### src/sv/bhd_pkg.sv
// ----------------------------------------------------------------------------
// bhd_pkg: shared widths and types for the box corner distance block
// Field widths, internal datapath widths and the queue status bundle.
// ----------------------------------------------------------------------------
package bhd_pkg;

  localparam int COORD_BITS     = 12;
  localparam int FRAC_BITS      = 4;
  localparam int SIZE_BITS      = COORD_BITS + 1;
  localparam int EDGE_BITS      = COORD_BITS + 2;   // right / bottom edge
  localparam int GAP_BITS       = EDGE_BITS;
  localparam int SQ_BITS        = 2 * GAP_BITS;
  localparam int D2_BITS        = SQ_BITS + 1;
  localparam int OUT_BITS       = COORD_BITS + FRAC_BITS + 1;
  localparam int RAD_BITS       = D2_BITS + 2 * FRAC_BITS;
  localparam int ROOT_BITS      = (RAD_BITS + 1) / 2;
  localparam int RAD_PAD_BITS   = 2 * ROOT_BITS;
  localparam int REM_BITS       = ROOT_BITS + 3;

  localparam int IN_FIELD_BITS  = 4 * COORD_BITS + 4 * SIZE_BITS;
  localparam int IN_TDATA_BITS  = ((IN_FIELD_BITS + 7) / 8) * 8;
  localparam int OUT_TDATA_BITS = ((OUT_BITS + 7) / 8) * 8;

  localparam int QDEPTH         = 4;                // power of two
  localparam int QPTR_BITS      = $clog2(QDEPTH);

  typedef struct packed {
    logic [EDGE_BITS-1:0] left;
    logic [EDGE_BITS-1:0] top;
    logic [EDGE_BITS-1:0] right;
    logic [EDGE_BITS-1:0] bottom;
  } box_t;

  typedef struct packed {
    logic empty;
    logic full;
  } queue_status_t;

  // distance from p to the closed span [lo, hi], zero inside
  function automatic logic [GAP_BITS-1:0] axis_gap(
    input logic [EDGE_BITS-1:0] p,
    input logic [EDGE_BITS-1:0] lo,
    input logic [EDGE_BITS-1:0] hi
  );
    logic [GAP_BITS-1:0] g;
    if (p < lo) begin
      g = lo - p;
    end else if (p > hi) begin
      g = p - hi;
    end else begin
      g = '0;
    end
    return g;
  endfunction

endpackage

### src/sv/bhd_queue.sv
// ----------------------------------------------------------------------------
// bhd_queue: short FIFO between distance pipeline and square root
// Four entries of squared distance; status is registered count only.
// ----------------------------------------------------------------------------
module bhd_queue (
  input  logic                          clk_i,
  input  logic                          rst_ni,
  input  logic                          push_i,
  input  logic [bhd_pkg::D2_BITS-1:0]   push_data_i,
  input  logic                          pop_i,
  output logic [bhd_pkg::D2_BITS-1:0]   pop_data_o,
  output bhd_pkg::queue_status_t        status_o
);

  logic [bhd_pkg::D2_BITS-1:0]     mem_q [bhd_pkg::QDEPTH];
  logic [bhd_pkg::QPTR_BITS-1:0]   wr_ptr_q, rd_ptr_q;
  logic [bhd_pkg::QPTR_BITS:0]     cnt_q, cnt_d;
  logic                            do_push, do_pop;

  assign status_o.empty = (cnt_q == '0);
  assign status_o.full  = (cnt_q == (bhd_pkg::QPTR_BITS+1)'(bhd_pkg::QDEPTH));
  assign do_push        = push_i && !status_o.full;
  assign do_pop         = pop_i && !status_o.empty;
  assign pop_data_o     = mem_q[rd_ptr_q];

  always_comb begin
    cnt_d = cnt_q;
    if (do_push && !do_pop) begin
      cnt_d = cnt_q + (bhd_pkg::QPTR_BITS+1)'(1);
    end else if (do_pop && !do_push) begin
      cnt_d = cnt_q - (bhd_pkg::QPTR_BITS+1)'(1);
    end
  end

  always_ff @(posedge clk_i or negedge rst_ni) begin
    if (!rst_ni) begin
      wr_ptr_q <= '0;
      rd_ptr_q <= '0;
      cnt_q    <= '0;
    end else begin
      cnt_q <= cnt_d;
      if (do_push) begin
        wr_ptr_q <= wr_ptr_q + bhd_pkg::QPTR_BITS'(1);
      end
      if (do_pop) begin
        rd_ptr_q <= rd_ptr_q + bhd_pkg::QPTR_BITS'(1);
      end
    end
  end

  always_ff @(posedge clk_i) begin
    if (do_push) begin
      mem_q[wr_ptr_q] <= push_data_i;
    end
  end

endmodule

### config.mk
export PLATFORM = sky130hd
export DESIGN_NAME = bhd_queue
export DESIGN_NICKNAME = d
export VERILOG_FILES = /design/src/sv/bhd_pkg.sv /design/src/sv/bhd_queue.sv
export SDC_FILE = /design/constraint.sdc
export NUM_CORES = 1
export LEC_CHECK = 0
export ABC_AREA = 1
export ABC_CLOCK_PERIOD_IN_PS = 4100
export BUFFER_PORTS_ARGS = -buffer_cell sky130_fd_sc_hd__buf_4
export CORE_MARGIN = 10
export CORE_UTILIZATION = 45
export CTS_BUF_LIST = sky130_fd_sc_hd__clkbuf_4
export DETAILED_ROUTE_END_ITERATION = 10
export GPL_ROUTABILITY_DRIVEN = 0
export HOLD_SLACK_MARGIN = 0.05
export SLEW_MARGIN = 15
export SYNTH_ARGS = -nofsm -noshare
export SYNTH_HDL_FRONTEND = slang
export SYNTH_SLANG_ARGS = --single-unit
### constraint.sdc
create_clock -name clk_i -period 4.1 [get_ports clk_i]
set_input_delay 0.41 -clock clk_i [delete_from_list [all_inputs] [get_ports clk_i]]
set_output_delay 0.41 -clock clk_i [all_outputs]
set_load 0.01 [all_outputs]
==> impl_metrics.py <==
metrics = {
    "floorplanning": {
        "dieArea_sq_um": 16200,
        "num_io_pins": 64,
        "core.rowCount": 39,
        "die_h_um": 127.3,
        "start_util_pct": 45.74,
        "die_w_um": 127.3,
        "core_sq_um": 11320,
    },
    "clock_tree": {
        "cts_tree": "done",
        "cts_sinks": 123,
        "cts-resized-gates": 0,
        "cts_buffer_depth": 2,
        "clkTransAtPathRegs_ns": 0.10,
        "clk_latency_ns": 0.50,
        "post_cts_buffers": 0,
        "cts_root_buf": "clkbuf_4",
        "htreeDepth": 4,
        "numCtsBuffers": 17,
        "ctsHoldBuffers": 5,
    },
    "grt": {
        "antenna_found_initial": 0,
        "grt_first_pass_wirelength_um": 16180,
        "grt_start_max_net_pins": 70,
        "grt_usage_pct": 12.64,
        "overflow": 0,
        "grt_pass1_vias": 3183,
    },
    "routing": {
        "detailedRoute.firstIterationViolations": 162,
        "vias": 3053,
        "avgRoutedWirePerCell_um": 15.58,
        "via_per_inst": 4.800,
        "final_antenna_net_count": 0,
        "wirelength_um": 9908,
        "first_pass_iters": 4,
        "post-route-drc-count": 0,
    },
    "place": {
        "dp_hpwl_um": 5886,
        "io_buffers": 63,
    },
    "setup_path": {
        "reg2reg_depth": 4,
        "timing.rr.start": "cnt_q[0]",
        "cp.required_ns": 3.69,
        "r2r_slack_ns": 1.93,
        "worstSetupStartpointType": "flip-flop",
        "r2r_end": "mem_q[2][3]",
        "cp.arrival_ns": 2.43,
        "cp_max_fo": 69,
        "critPathKind": "flip-flop to primary output",
        "end_kind": "primary output",
    },
    "timing": {
        "fmax_mhz": 351.8,
        "final_max_slew_viol_count": 0,
        "setup_viol": 0,
        "finalHoldViolations": 0,
        "timing.final.crit_share_pct": 69.34,
        "min_period_ns": 2.843,
        "tightest_slew_ns": 1.026,
        "max_slew_margin_pct": 31.47,
        "fin_setup_tns_ns": 0,
        "clock_skew_ns": 0.01169,
        "rsz0062_at_grt": "no",
    },
    "power": {
        "ir_drop_uv": 347.0,
        "leakage_nw": 2.602,
        "power_density_nw_per_um2": 692.2,
    },
    "yosys": {
        "ys_top_cells_by_area": "edfxtp_1 (67%), nand2_1 (7.5%), o211ai_2 (7.0%)",
        "syn_nets": 438,
        "synth_simple_gate_area_share_pct": 8.625,
        "synthXorXnorAreaFrac_pct": 0.1691,
        "synth_compound_area_share_pct": 11.31,
        "synth_area_leader_cell": "edfxtp_1",
        "synthAdderAreaFrac_pct": 1.595,
        "yosys.cell_types.count": 17,
        "netlist_instances": 399,
        "synth_top_family_by_area": "compound AO/OA/AOI/OAI gates",
        "muxShareOfSynthArea_pct": 0,
        "netlist_area_sq_um": 5179,
        "synth-seq-cells": 123,
        "yosys_warnings": 0,
        "avgSynthCellArea_sq_um": 12.98,
        "synth_top_area_share_pct": 67.26,
        "ys_seq_area_share_pct": 70.65,
    },
    "worst_hold_path": {
        "min_to": "mem_q[0][8]",
        "hold_class": "primary input to flip-flop",
        "hp-start": "push_data_i[8]",
        "whs_path_depth": 1,
    },
    "cells_and_area": {
        "final_common_cell": "edfxtp_1",
        "fin_nets": 519,
        "fin_util_pct": 54.80,
        "syn2layout_area_growth_pct": 19.79,
        "drive_gt1_share_pct": 26.77,
        "fill_cells": 979,
        "diodes": 0,
        "final_cell_mix": "edfxtp_1 (116), nand2_1 (104), inv_1 (72), buf_4 (66)",
    },
    "job": {
        "cap_violations": 0,
    },
    "status": {
        "status": "completed",
    },
}
-- cells in the mapped netlist --
cell,instances
buf_2,11
buf_6,4
clkbuf_1,3
dfrtp_1,7
edfxtp_1,116
fa_1,1
ha_1,5
inv_1,72
inv_2,4
nand2_1,104
nand3_1,7
nand4_1,1
nor2_1,4
o211ai_1,29
o211ai_2,29
o21ai_0,1
xnor2_1,1
-- final cells by class --
| type | count | area (sq um) | area share, % |
|---|---|---|---|
| clock buffers | 22 | 165.2 | 2.662 |
| clock inverters | 10 | 123.9 | 1.997 |
| inverters | 76 | 287.8 | 4.639 |
| multi-input cells | 182 | 1154 | 18.60 |
| flip-flops and latches | 123 | 3659 | 58.98 |
| well taps | 143 | 178.9 | 2.884 |
| repair buffers | 80 | 635.6 | 10.25 |
-- sequential cells by signal, indices dropped and copies added (netlist names) --
name / flops
cnt_q: 3
mem_q: 116
wr_ptr_q: 2
rd_ptr_q: 2
-- metrics by stage --
| step | total power (W) | hold WS (ns) | instances | setup slack (ns) | area (sq um) |
|---|---|---|---|---|---|
| 2_1_floorplan | 0.002848 | 0.1144 | 399 | 1.736 | 5179 |
| 3_3_place_gp | 0.003455 | 0.2303 | 590 | 1.863 | 5774 |
| 3_5_place_dp | 0.003496 | 0.2306 | 590 | 1.793 | 5774 |
| 4_1_cts | 0.004364 | 0.05039 | 627 | 1.186 | 6113 |
| 5_1_grt | 0.004617 | 0.05040 | 636 | 1.007 | 6203 |
| 6_report | 0.004294 | 0.1038 | 636 | 1.257 | 6203 |
-- cells by family after synthesis --
kind of cell | Yosys count
AOI/OAI and AO/OA | 59
buffers and inverters | 94
adders and majority gates | 6
xor gates and xnor gates | 1
and+or+nand+nor | 116
DFF | 123
-- layer usage --
| layer | routed length [um] | share of wire [%] | global-route usage [%] |
|---|---|---|---|
| met5 | 0 | 0 | 0 |
| met4 | 159 | 1.6 | 5.358 |
| met3 | 473 | 4.8 | 4.549 |
| met2 | 4766 | 48 | 19.79 |
| met1 | 4508 | 45 | 15.47 |
-- report_power, final --
part           switching, W  internal [W]  leakage, nW  total (W)
Sequential        0.0000850       0.00166         1.15    0.00175
Clock              0.000414      0.000448        0.160   0.000863
Combinational       0.00104      0.000644         1.29    0.00169
Total               0.00154       0.00275         2.60    0.00429
-- worst max-delay path, cell delays in order, from the launching register on --
cell,delay (ns)
dfrtp_1,0.44
inv_4,0.54
buf_4,0.44
nand2_1,0.13
o211ai_2,0.08
nand2_1,0.10
buf_4,0.16
-- worst max-delay path by stage --
stage,start,end,slack (ns),cells after the start
2_1_floorplan,cnt_q[0],mem_q[0][0],1.74,4
3_3_place_gp,rd_ptr_q[0],pop_data_o[11],1.86,6
3_5_place_dp,rd_ptr_q[0],pop_data_o[11],1.79,6
4_1_cts,rd_ptr_q[0],pop_data_o[11],1.19,6
5_1_grt,rd_ptr_q[0],pop_data_o[11],1.01,6
6_report,rd_ptr_q[0],pop_data_o[11],1.26,6
Power figures use the tool's default switching activity.
