## src/sv/bhd_pkg.sv

```systemverilog
// ----------------------------------------------------------------------------
// bhd_pkg: shared widths and types for the box corner distance block
// Field widths, internal datapath widths and the queue status bundle.
// ----------------------------------------------------------------------------
package bhd_pkg;

  localparam int COORD_BITS     = 12;
  localparam int FRAC_BITS      = 4;
  localparam int SIZE_BITS      = COORD_BITS + 1;
  localparam int EDGE_BITS      = COORD_BITS + 2;   // right / bottom edge
  localparam int GAP_BITS       = EDGE_BITS;
  localparam int SQ_BITS        = 2 * GAP_BITS;
  localparam int D2_BITS        = SQ_BITS + 1;
  localparam int OUT_BITS       = COORD_BITS + FRAC_BITS + 1;
  localparam int RAD_BITS       = D2_BITS + 2 * FRAC_BITS;
  localparam int ROOT_BITS      = (RAD_BITS + 1) / 2;
  localparam int RAD_PAD_BITS   = 2 * ROOT_BITS;
  localparam int REM_BITS       = ROOT_BITS + 3;

  localparam int IN_FIELD_BITS  = 4 * COORD_BITS + 4 * SIZE_BITS;
  localparam int IN_TDATA_BITS  = ((IN_FIELD_BITS + 7) / 8) * 8;
  localparam int OUT_TDATA_BITS = ((OUT_BITS + 7) / 8) * 8;

  localparam int QDEPTH         = 4;                // power of two
  localparam int QPTR_BITS      = $clog2(QDEPTH);

  typedef struct packed {
    logic [EDGE_BITS-1:0] left;
    logic [EDGE_BITS-1:0] top;
    logic [EDGE_BITS-1:0] right;
    logic [EDGE_BITS-1:0] bottom;
  } box_t;

  typedef struct packed {
    logic empty;
    logic full;
  } queue_status_t;

  // distance from p to the closed span [lo, hi], zero inside
  function automatic logic [GAP_BITS-1:0] axis_gap(
    input logic [EDGE_BITS-1:0] p,
    input logic [EDGE_BITS-1:0] lo,
    input logic [EDGE_BITS-1:0] hi
  );
    logic [GAP_BITS-1:0] g;
    if (p < lo) begin
      g = lo - p;
    end else if (p > hi) begin
      g = p - hi;
    end else begin
      g = '0;
    end
    return g;
  endfunction

endpackage

```

## src/sv/bhd_sqrt.sv

```systemverilog
// ----------------------------------------------------------------------------
// bhd_sqrt: pipelined integer square root with output register
// One root bit per stage on the scaled squared distance, then saturation.
// ----------------------------------------------------------------------------
module bhd_sqrt (
  input  logic                          clk_i,
  input  logic                          rst_ni,
  input  bhd_pkg::queue_status_t        q_status_i,
  input  logic [bhd_pkg::D2_BITS-1:0]   q_data_i,
  output logic                          pop_o,
  output logic                          out_valid_o,
  input  logic                          out_ready_i,
  output logic [bhd_pkg::OUT_BITS-1:0]  out_data_o
);

  localparam int N = bhd_pkg::ROOT_BITS;

  logic                                en;
  logic [N-1:0]                        vld_q;
  logic                                out_vld_q;
  logic [bhd_pkg::OUT_BITS-1:0]        out_q;

  logic [bhd_pkg::REM_BITS-1:0]        rem_q  [N];
  logic [bhd_pkg::ROOT_BITS-1:0]       root_q [N];
  logic [bhd_pkg::RAD_PAD_BITS-1:0]    val_q  [N];

  logic [bhd_pkg::REM_BITS-1:0]        rem_d  [N];
  logic [bhd_pkg::ROOT_BITS-1:0]       root_d [N];
  logic [bhd_pkg::RAD_PAD_BITS-1:0]    val_d  [N];

  logic [bhd_pkg::REM_BITS-1:0]        src_rem;
  logic [bhd_pkg::ROOT_BITS-1:0]       src_root;
  logic [bhd_pkg::RAD_PAD_BITS-1:0]    src_val;
  logic [bhd_pkg::REM_BITS-1:0]        cur, trial;
  logic [bhd_pkg::ROOT_BITS-1:0]       last_root;

  assign en          = !out_vld_q || out_ready_i;
  assign pop_o       = en && !q_status_i.empty;
  assign out_valid_o = out_vld_q;
  assign out_data_o  = out_q;
  assign last_root   = root_q[N-1];

  always_comb begin
    for (int i = 0; i < N; i++) begin
      if (i == 0) begin
        src_rem  = '0;
        src_root = '0;
        src_val  = bhd_pkg::RAD_PAD_BITS'({q_data_i, {(2*bhd_pkg::FRAC_BITS){1'b0}}});
      end else begin
        src_rem  = rem_q[i-1];
        src_root = root_q[i-1];
        src_val  = val_q[i-1];
      end
      cur   = {src_rem[bhd_pkg::REM_BITS-3:0],
               src_val[bhd_pkg::RAD_PAD_BITS-1 -: 2]};
      trial = bhd_pkg::REM_BITS'({src_root, 2'b01});
      if (cur >= trial) begin
        rem_d[i]  = cur - trial;
        root_d[i] = {src_root[bhd_pkg::ROOT_BITS-2:0], 1'b1};
      end else begin
        rem_d[i]  = cur;
        root_d[i] = {src_root[bhd_pkg::ROOT_BITS-2:0], 1'b0};
      end
      val_d[i] = {src_val[bhd_pkg::RAD_PAD_BITS-3:0], 2'b00};
    end
  end

  always_ff @(posedge clk_i or negedge rst_ni) begin
    if (!rst_ni) begin
      vld_q     <= '0;
      out_vld_q <= 1'b0;
    end else if (en) begin
      vld_q     <= {vld_q[N-2:0], !q_status_i.empty};
      out_vld_q <= vld_q[N-1];
    end
  end

  always_ff @(posedge clk_i) begin
    if (en) begin
      for (int i = 0; i < N; i++) begin
        rem_q[i]  <= rem_d[i];
        root_q[i] <= root_d[i];
        val_q[i]  <= val_d[i];
      end
      // clamp to the all-ones output code when the root is too wide
      if (|last_root[bhd_pkg::ROOT_BITS-1:bhd_pkg::OUT_BITS]) begin
        out_q <= '1;
      end else begin
        out_q <= last_root[bhd_pkg::OUT_BITS-1:0];
      end
    end
  end

endmodule

```

## config.mk

```make
export PLATFORM = sky130hd
export DESIGN_NAME = bhd_sqrt
export DESIGN_NICKNAME = d
export VERILOG_FILES = /design/src/sv/bhd_pkg.sv /design/src/sv/bhd_sqrt.sv
export SDC_FILE = /design/constraint.sdc
export NUM_CORES = 2
export LEC_CHECK = 0
export BUFFER_PORTS_ARGS = -buffer_cell sky130_fd_sc_hd__buf_2
export CAP_MARGIN = 5
export CORE_MARGIN = 4
export CORE_UTILIZATION = 40
export DETAILED_ROUTE_END_ITERATION = 16
export GPL_ROUTABILITY_DRIVEN = 1
export SLEW_MARGIN = 20
export SYNTH_ARGS = -nofsm -noshare
export SYNTH_HDL_FRONTEND = slang
export SYNTH_SLANG_ARGS = --single-unit
export TNS_END_PERCENT = 100
```

## constraint.sdc

```tcl
create_clock -name clk_i -period 44.3 [get_ports clk_i]
set_input_delay 8.86 -clock clk_i [delete_from_list [all_inputs] [get_ports clk_i]]
set_output_delay 8.86 -clock clk_i [all_outputs]
set_load 0.03 [all_outputs]
```

==> flow_summary_export.csv <==
group,metric,value,unit
critical_path,crit_fanout,21,
clock_network,cts.sinks,765,
synthesis,synth_area,0.0366,mm²
synthesis,synth_edf_count,745,
sta,skew,0.0238,ns
clock_network,cts_buffers,85,
routing,num_vias,21800,
sta,worst_slew_pin_slew,1.14,ns
synthesis,yosys_warnings,0,
placement,place_area,0.0382,mm²
placement,portBuffers,51,
finish,final_cell_area,0.0410,mm²
global_routing,grt_pass1_vias,20900,
global_routing,track_usage,0.134,
routing,drt_iter0_drc,1569,
routing,postRouteAntennaNets,0,
run_status,outcome,"finished clean",
pwr,p_int,1940,µW
pwr,ir_worst_vdd,0.0000381,V
critical_path,start_kind,"input pin",
sta,setup_violations,0,
sta,rsz0062_at_grt,"no",
clock_network,clk_latency,0.64,ns
clock_network,htree_num_levels,3,
clock_network,cts_root_buf,"clkbuf_16",
global_routing,grt_max_degree,179,
floorplan,dieWidth,310,µm
clock_network,clkTransAtPathRegs,0.06,ns
synthesis,ys_ff_latch,765,
floorplan,start_util,0.405,
sta,slew_viol_final,0,
pwr,p_switching,895,µW
job,maxCapViolCount,0,
synthesis,ys_types,72,
finish,area_delta_synth_final,12.2,%
sta,finalHoldViolCount,0,
sta,slew_headroom,0.238,
synthesis,syn_area_per_cell,12.5,µm²
routing,viasPerCell,5.10,
hold_path,hold_class,"flip-flop to flip-flop",
global_routing,grt_pass1_wl,106,mm
pwr,clock_power_share,0.247,
critical_path,r2r_setup_slack,40.51,ns
synthesis,synth_cells,2932,
synthesis,yosys-top-cells-area,"edfxtp_1, ha_1, xor2_1, nand2_1, inv_1",
floorplan,coreArea,0.0903,mm²
clock_network,cts_tree,"done",
pwr,power,2840,µW
routing,first_pass_iters,5,
synthesis,synth_top_family_by_area,"simple AND/OR/NAND/NOR gates",
synthesis,synth_top_area_share,0.612,
synthesis,synth.mux.area_fraction,0.00873,
floorplan,fp.dieH,310,µm
pwr,seqPwrFrac,0.479,
finish,n_antenna_cell,0,
synthesis,yosysSeqAreaShare,0.626,
floorplan,io_pins,53,
clock_network,cts.repair.resized,0,
routing,routedWlPerCell,15.2,µm
pwr,p_per_area,69.2,mW/mm²
pwr,power_switching_share,0.315,
floorplan,row_count,110,
routing,routed_wl,64.8,mm
synthesis,synthSimpleGateAreaFrac,0.110,
pwr,pwr-share-comb,0.274,
placement,routabilityCongestion,0.850,
critical_path,endpoint_kind,"output pin",
sta,finalCritPeriodShare,0.416,
synthesis,async_flop_share,0.0261,
finish,final_layout_size_suffix_gt1_frac,0.0780,
routing,drc,0,
floorplan,die_area,0.0963,mm²
global_routing,overflow,0,
sta,hold-worst-slack,0.398,ns
finish,fillCellCount,8184,
synthesis,synthAdderAreaFrac,0.0704,
synthesis,syn-num-nets,3170,
finish,layout_common_cells,"edfxtp_1, nand2_1, inv_1",
finish,layout_commonest_cell,"edfxtp_1",
critical_path,crit_type,"input pin to output pin",
synthesis,synthFlopType,"edfxtp_1",
sta,post-route-min-period,18.45,ns
global_routing,antenna_found_initial,0,
critical_path,cp.required,35.44,ns
pwr,p_leak,0.0164,µW
sta,setup_tns,0,ns
clock_network,ctsHoldBuffers,0,
synthesis,synth_compound_area_frac,0.0963,
clock_network,cts_buffer_depth,3,
placement,place_hpwl,44.2,mm
critical_path,cp.arrival,9.59,ns
sta,fmax,54.2,MHz
clock_network,post_cts_buffers,0,
synthesis,yosys.area_share.xor_xnor,0.0563,
finish,nNetsFinal,3262,
finish,fin_util,0.454,
synthesis,yosys.area.top_type,"edfxtp_1",
cell usage after synthesis (43+ instances only):
library cell,instances
a21oi_1,144
clkbuf_1,57
nor4_1,43
inv_1,254
ha_1,201
a21o_1,50
xor2_1,128
xnor2_1,107
nand2_1,259
o21ai_0,187
nor2_1,156
edfxtp_1,745
nor3_1,79
layout make-up:
class,instances,area (µm²),share of cell area
tap,1176,1470,0.0359
multi-input combinational,1850,12500,0.305
inverter,254,961,0.0234
timing repair buffer,68,408,0.00995
clock buffer,106,2250,0.0548
sequential,765,22900,0.558
clock inverter,45,526,0.0128
layer usage:
layer / vias up / part of all wire / wire, µm / GRT usage
li1: 11000 / - / - / -
met1: 10400 / 0.45 / 29400 / 0.176
met2: 351 / 0.48 / 31300 / 0.228
met3: 103 / 0.040 / 2610 / 0.0231
met4: 0 / 0.022 / 1450 / 0.0445
met5: - / 0 / 0 / 0
power by group through the flow:
stage / clock [µW] / combinational [µW] / sequential (µW)
floorplan: 0 / 617 / 1450
global placement: 0 / 767 / 1370
detailed placement: 0 / 778 / 1380
global route: 756 / 881 / 1390
finish: 700 / 778 / 1360
CTS: 726 / 783 / 1360
sequential cells by signal, indices dropped and copies added (netlist names):
register     cells
rem_q          328
vld_q           19
out_data_o      17
out_valid_o      1
val_q          210
root_q         190
final timing paths:
kind                            cells after the start           from           end
max in group asynchronous                           1         rst_ni      vld_q[1]
worst max register to register                     10  root_q[13][7]  rem_q[14][9]
worst min register to register                      0   val_q[7][23]  val_q[8][25]
min in group asynchronous                           1         rst_ni      vld_q[0]
worst min-delay path                                0   val_q[7][23]  val_q[8][25]
worst max-delay path                                5    out_ready_i         pop_o
worst max-delay path, stage by stage:
cell	delay, ns
buf_2	0.09
nor2b_1	0.10
buf_4	0.27
nor2_1	0.08
buf_2	0.18
metrics by stage:
stage                     cells  worst slack [ns]
after CTS                  4264             25.84
after detailed placement   4113             25.85
final                      4264             25.85
after global routing       4264             25.80
after floorplan            2932             13.62
after global placement     4113             25.84
logic make-up (layout without fill, tap and decap cells):
group | after synthesis | after routing
simple gates | 810 | 810
mux | 29 | 29
fa+ha+maj | 204 | 204
flops | 765 | 765
buf+inv | 317 | 473
other cells | 1 | 1
compound gates | 571 | 571
xor+xnor | 235 | 235
(Power assumes the default switching activity.)
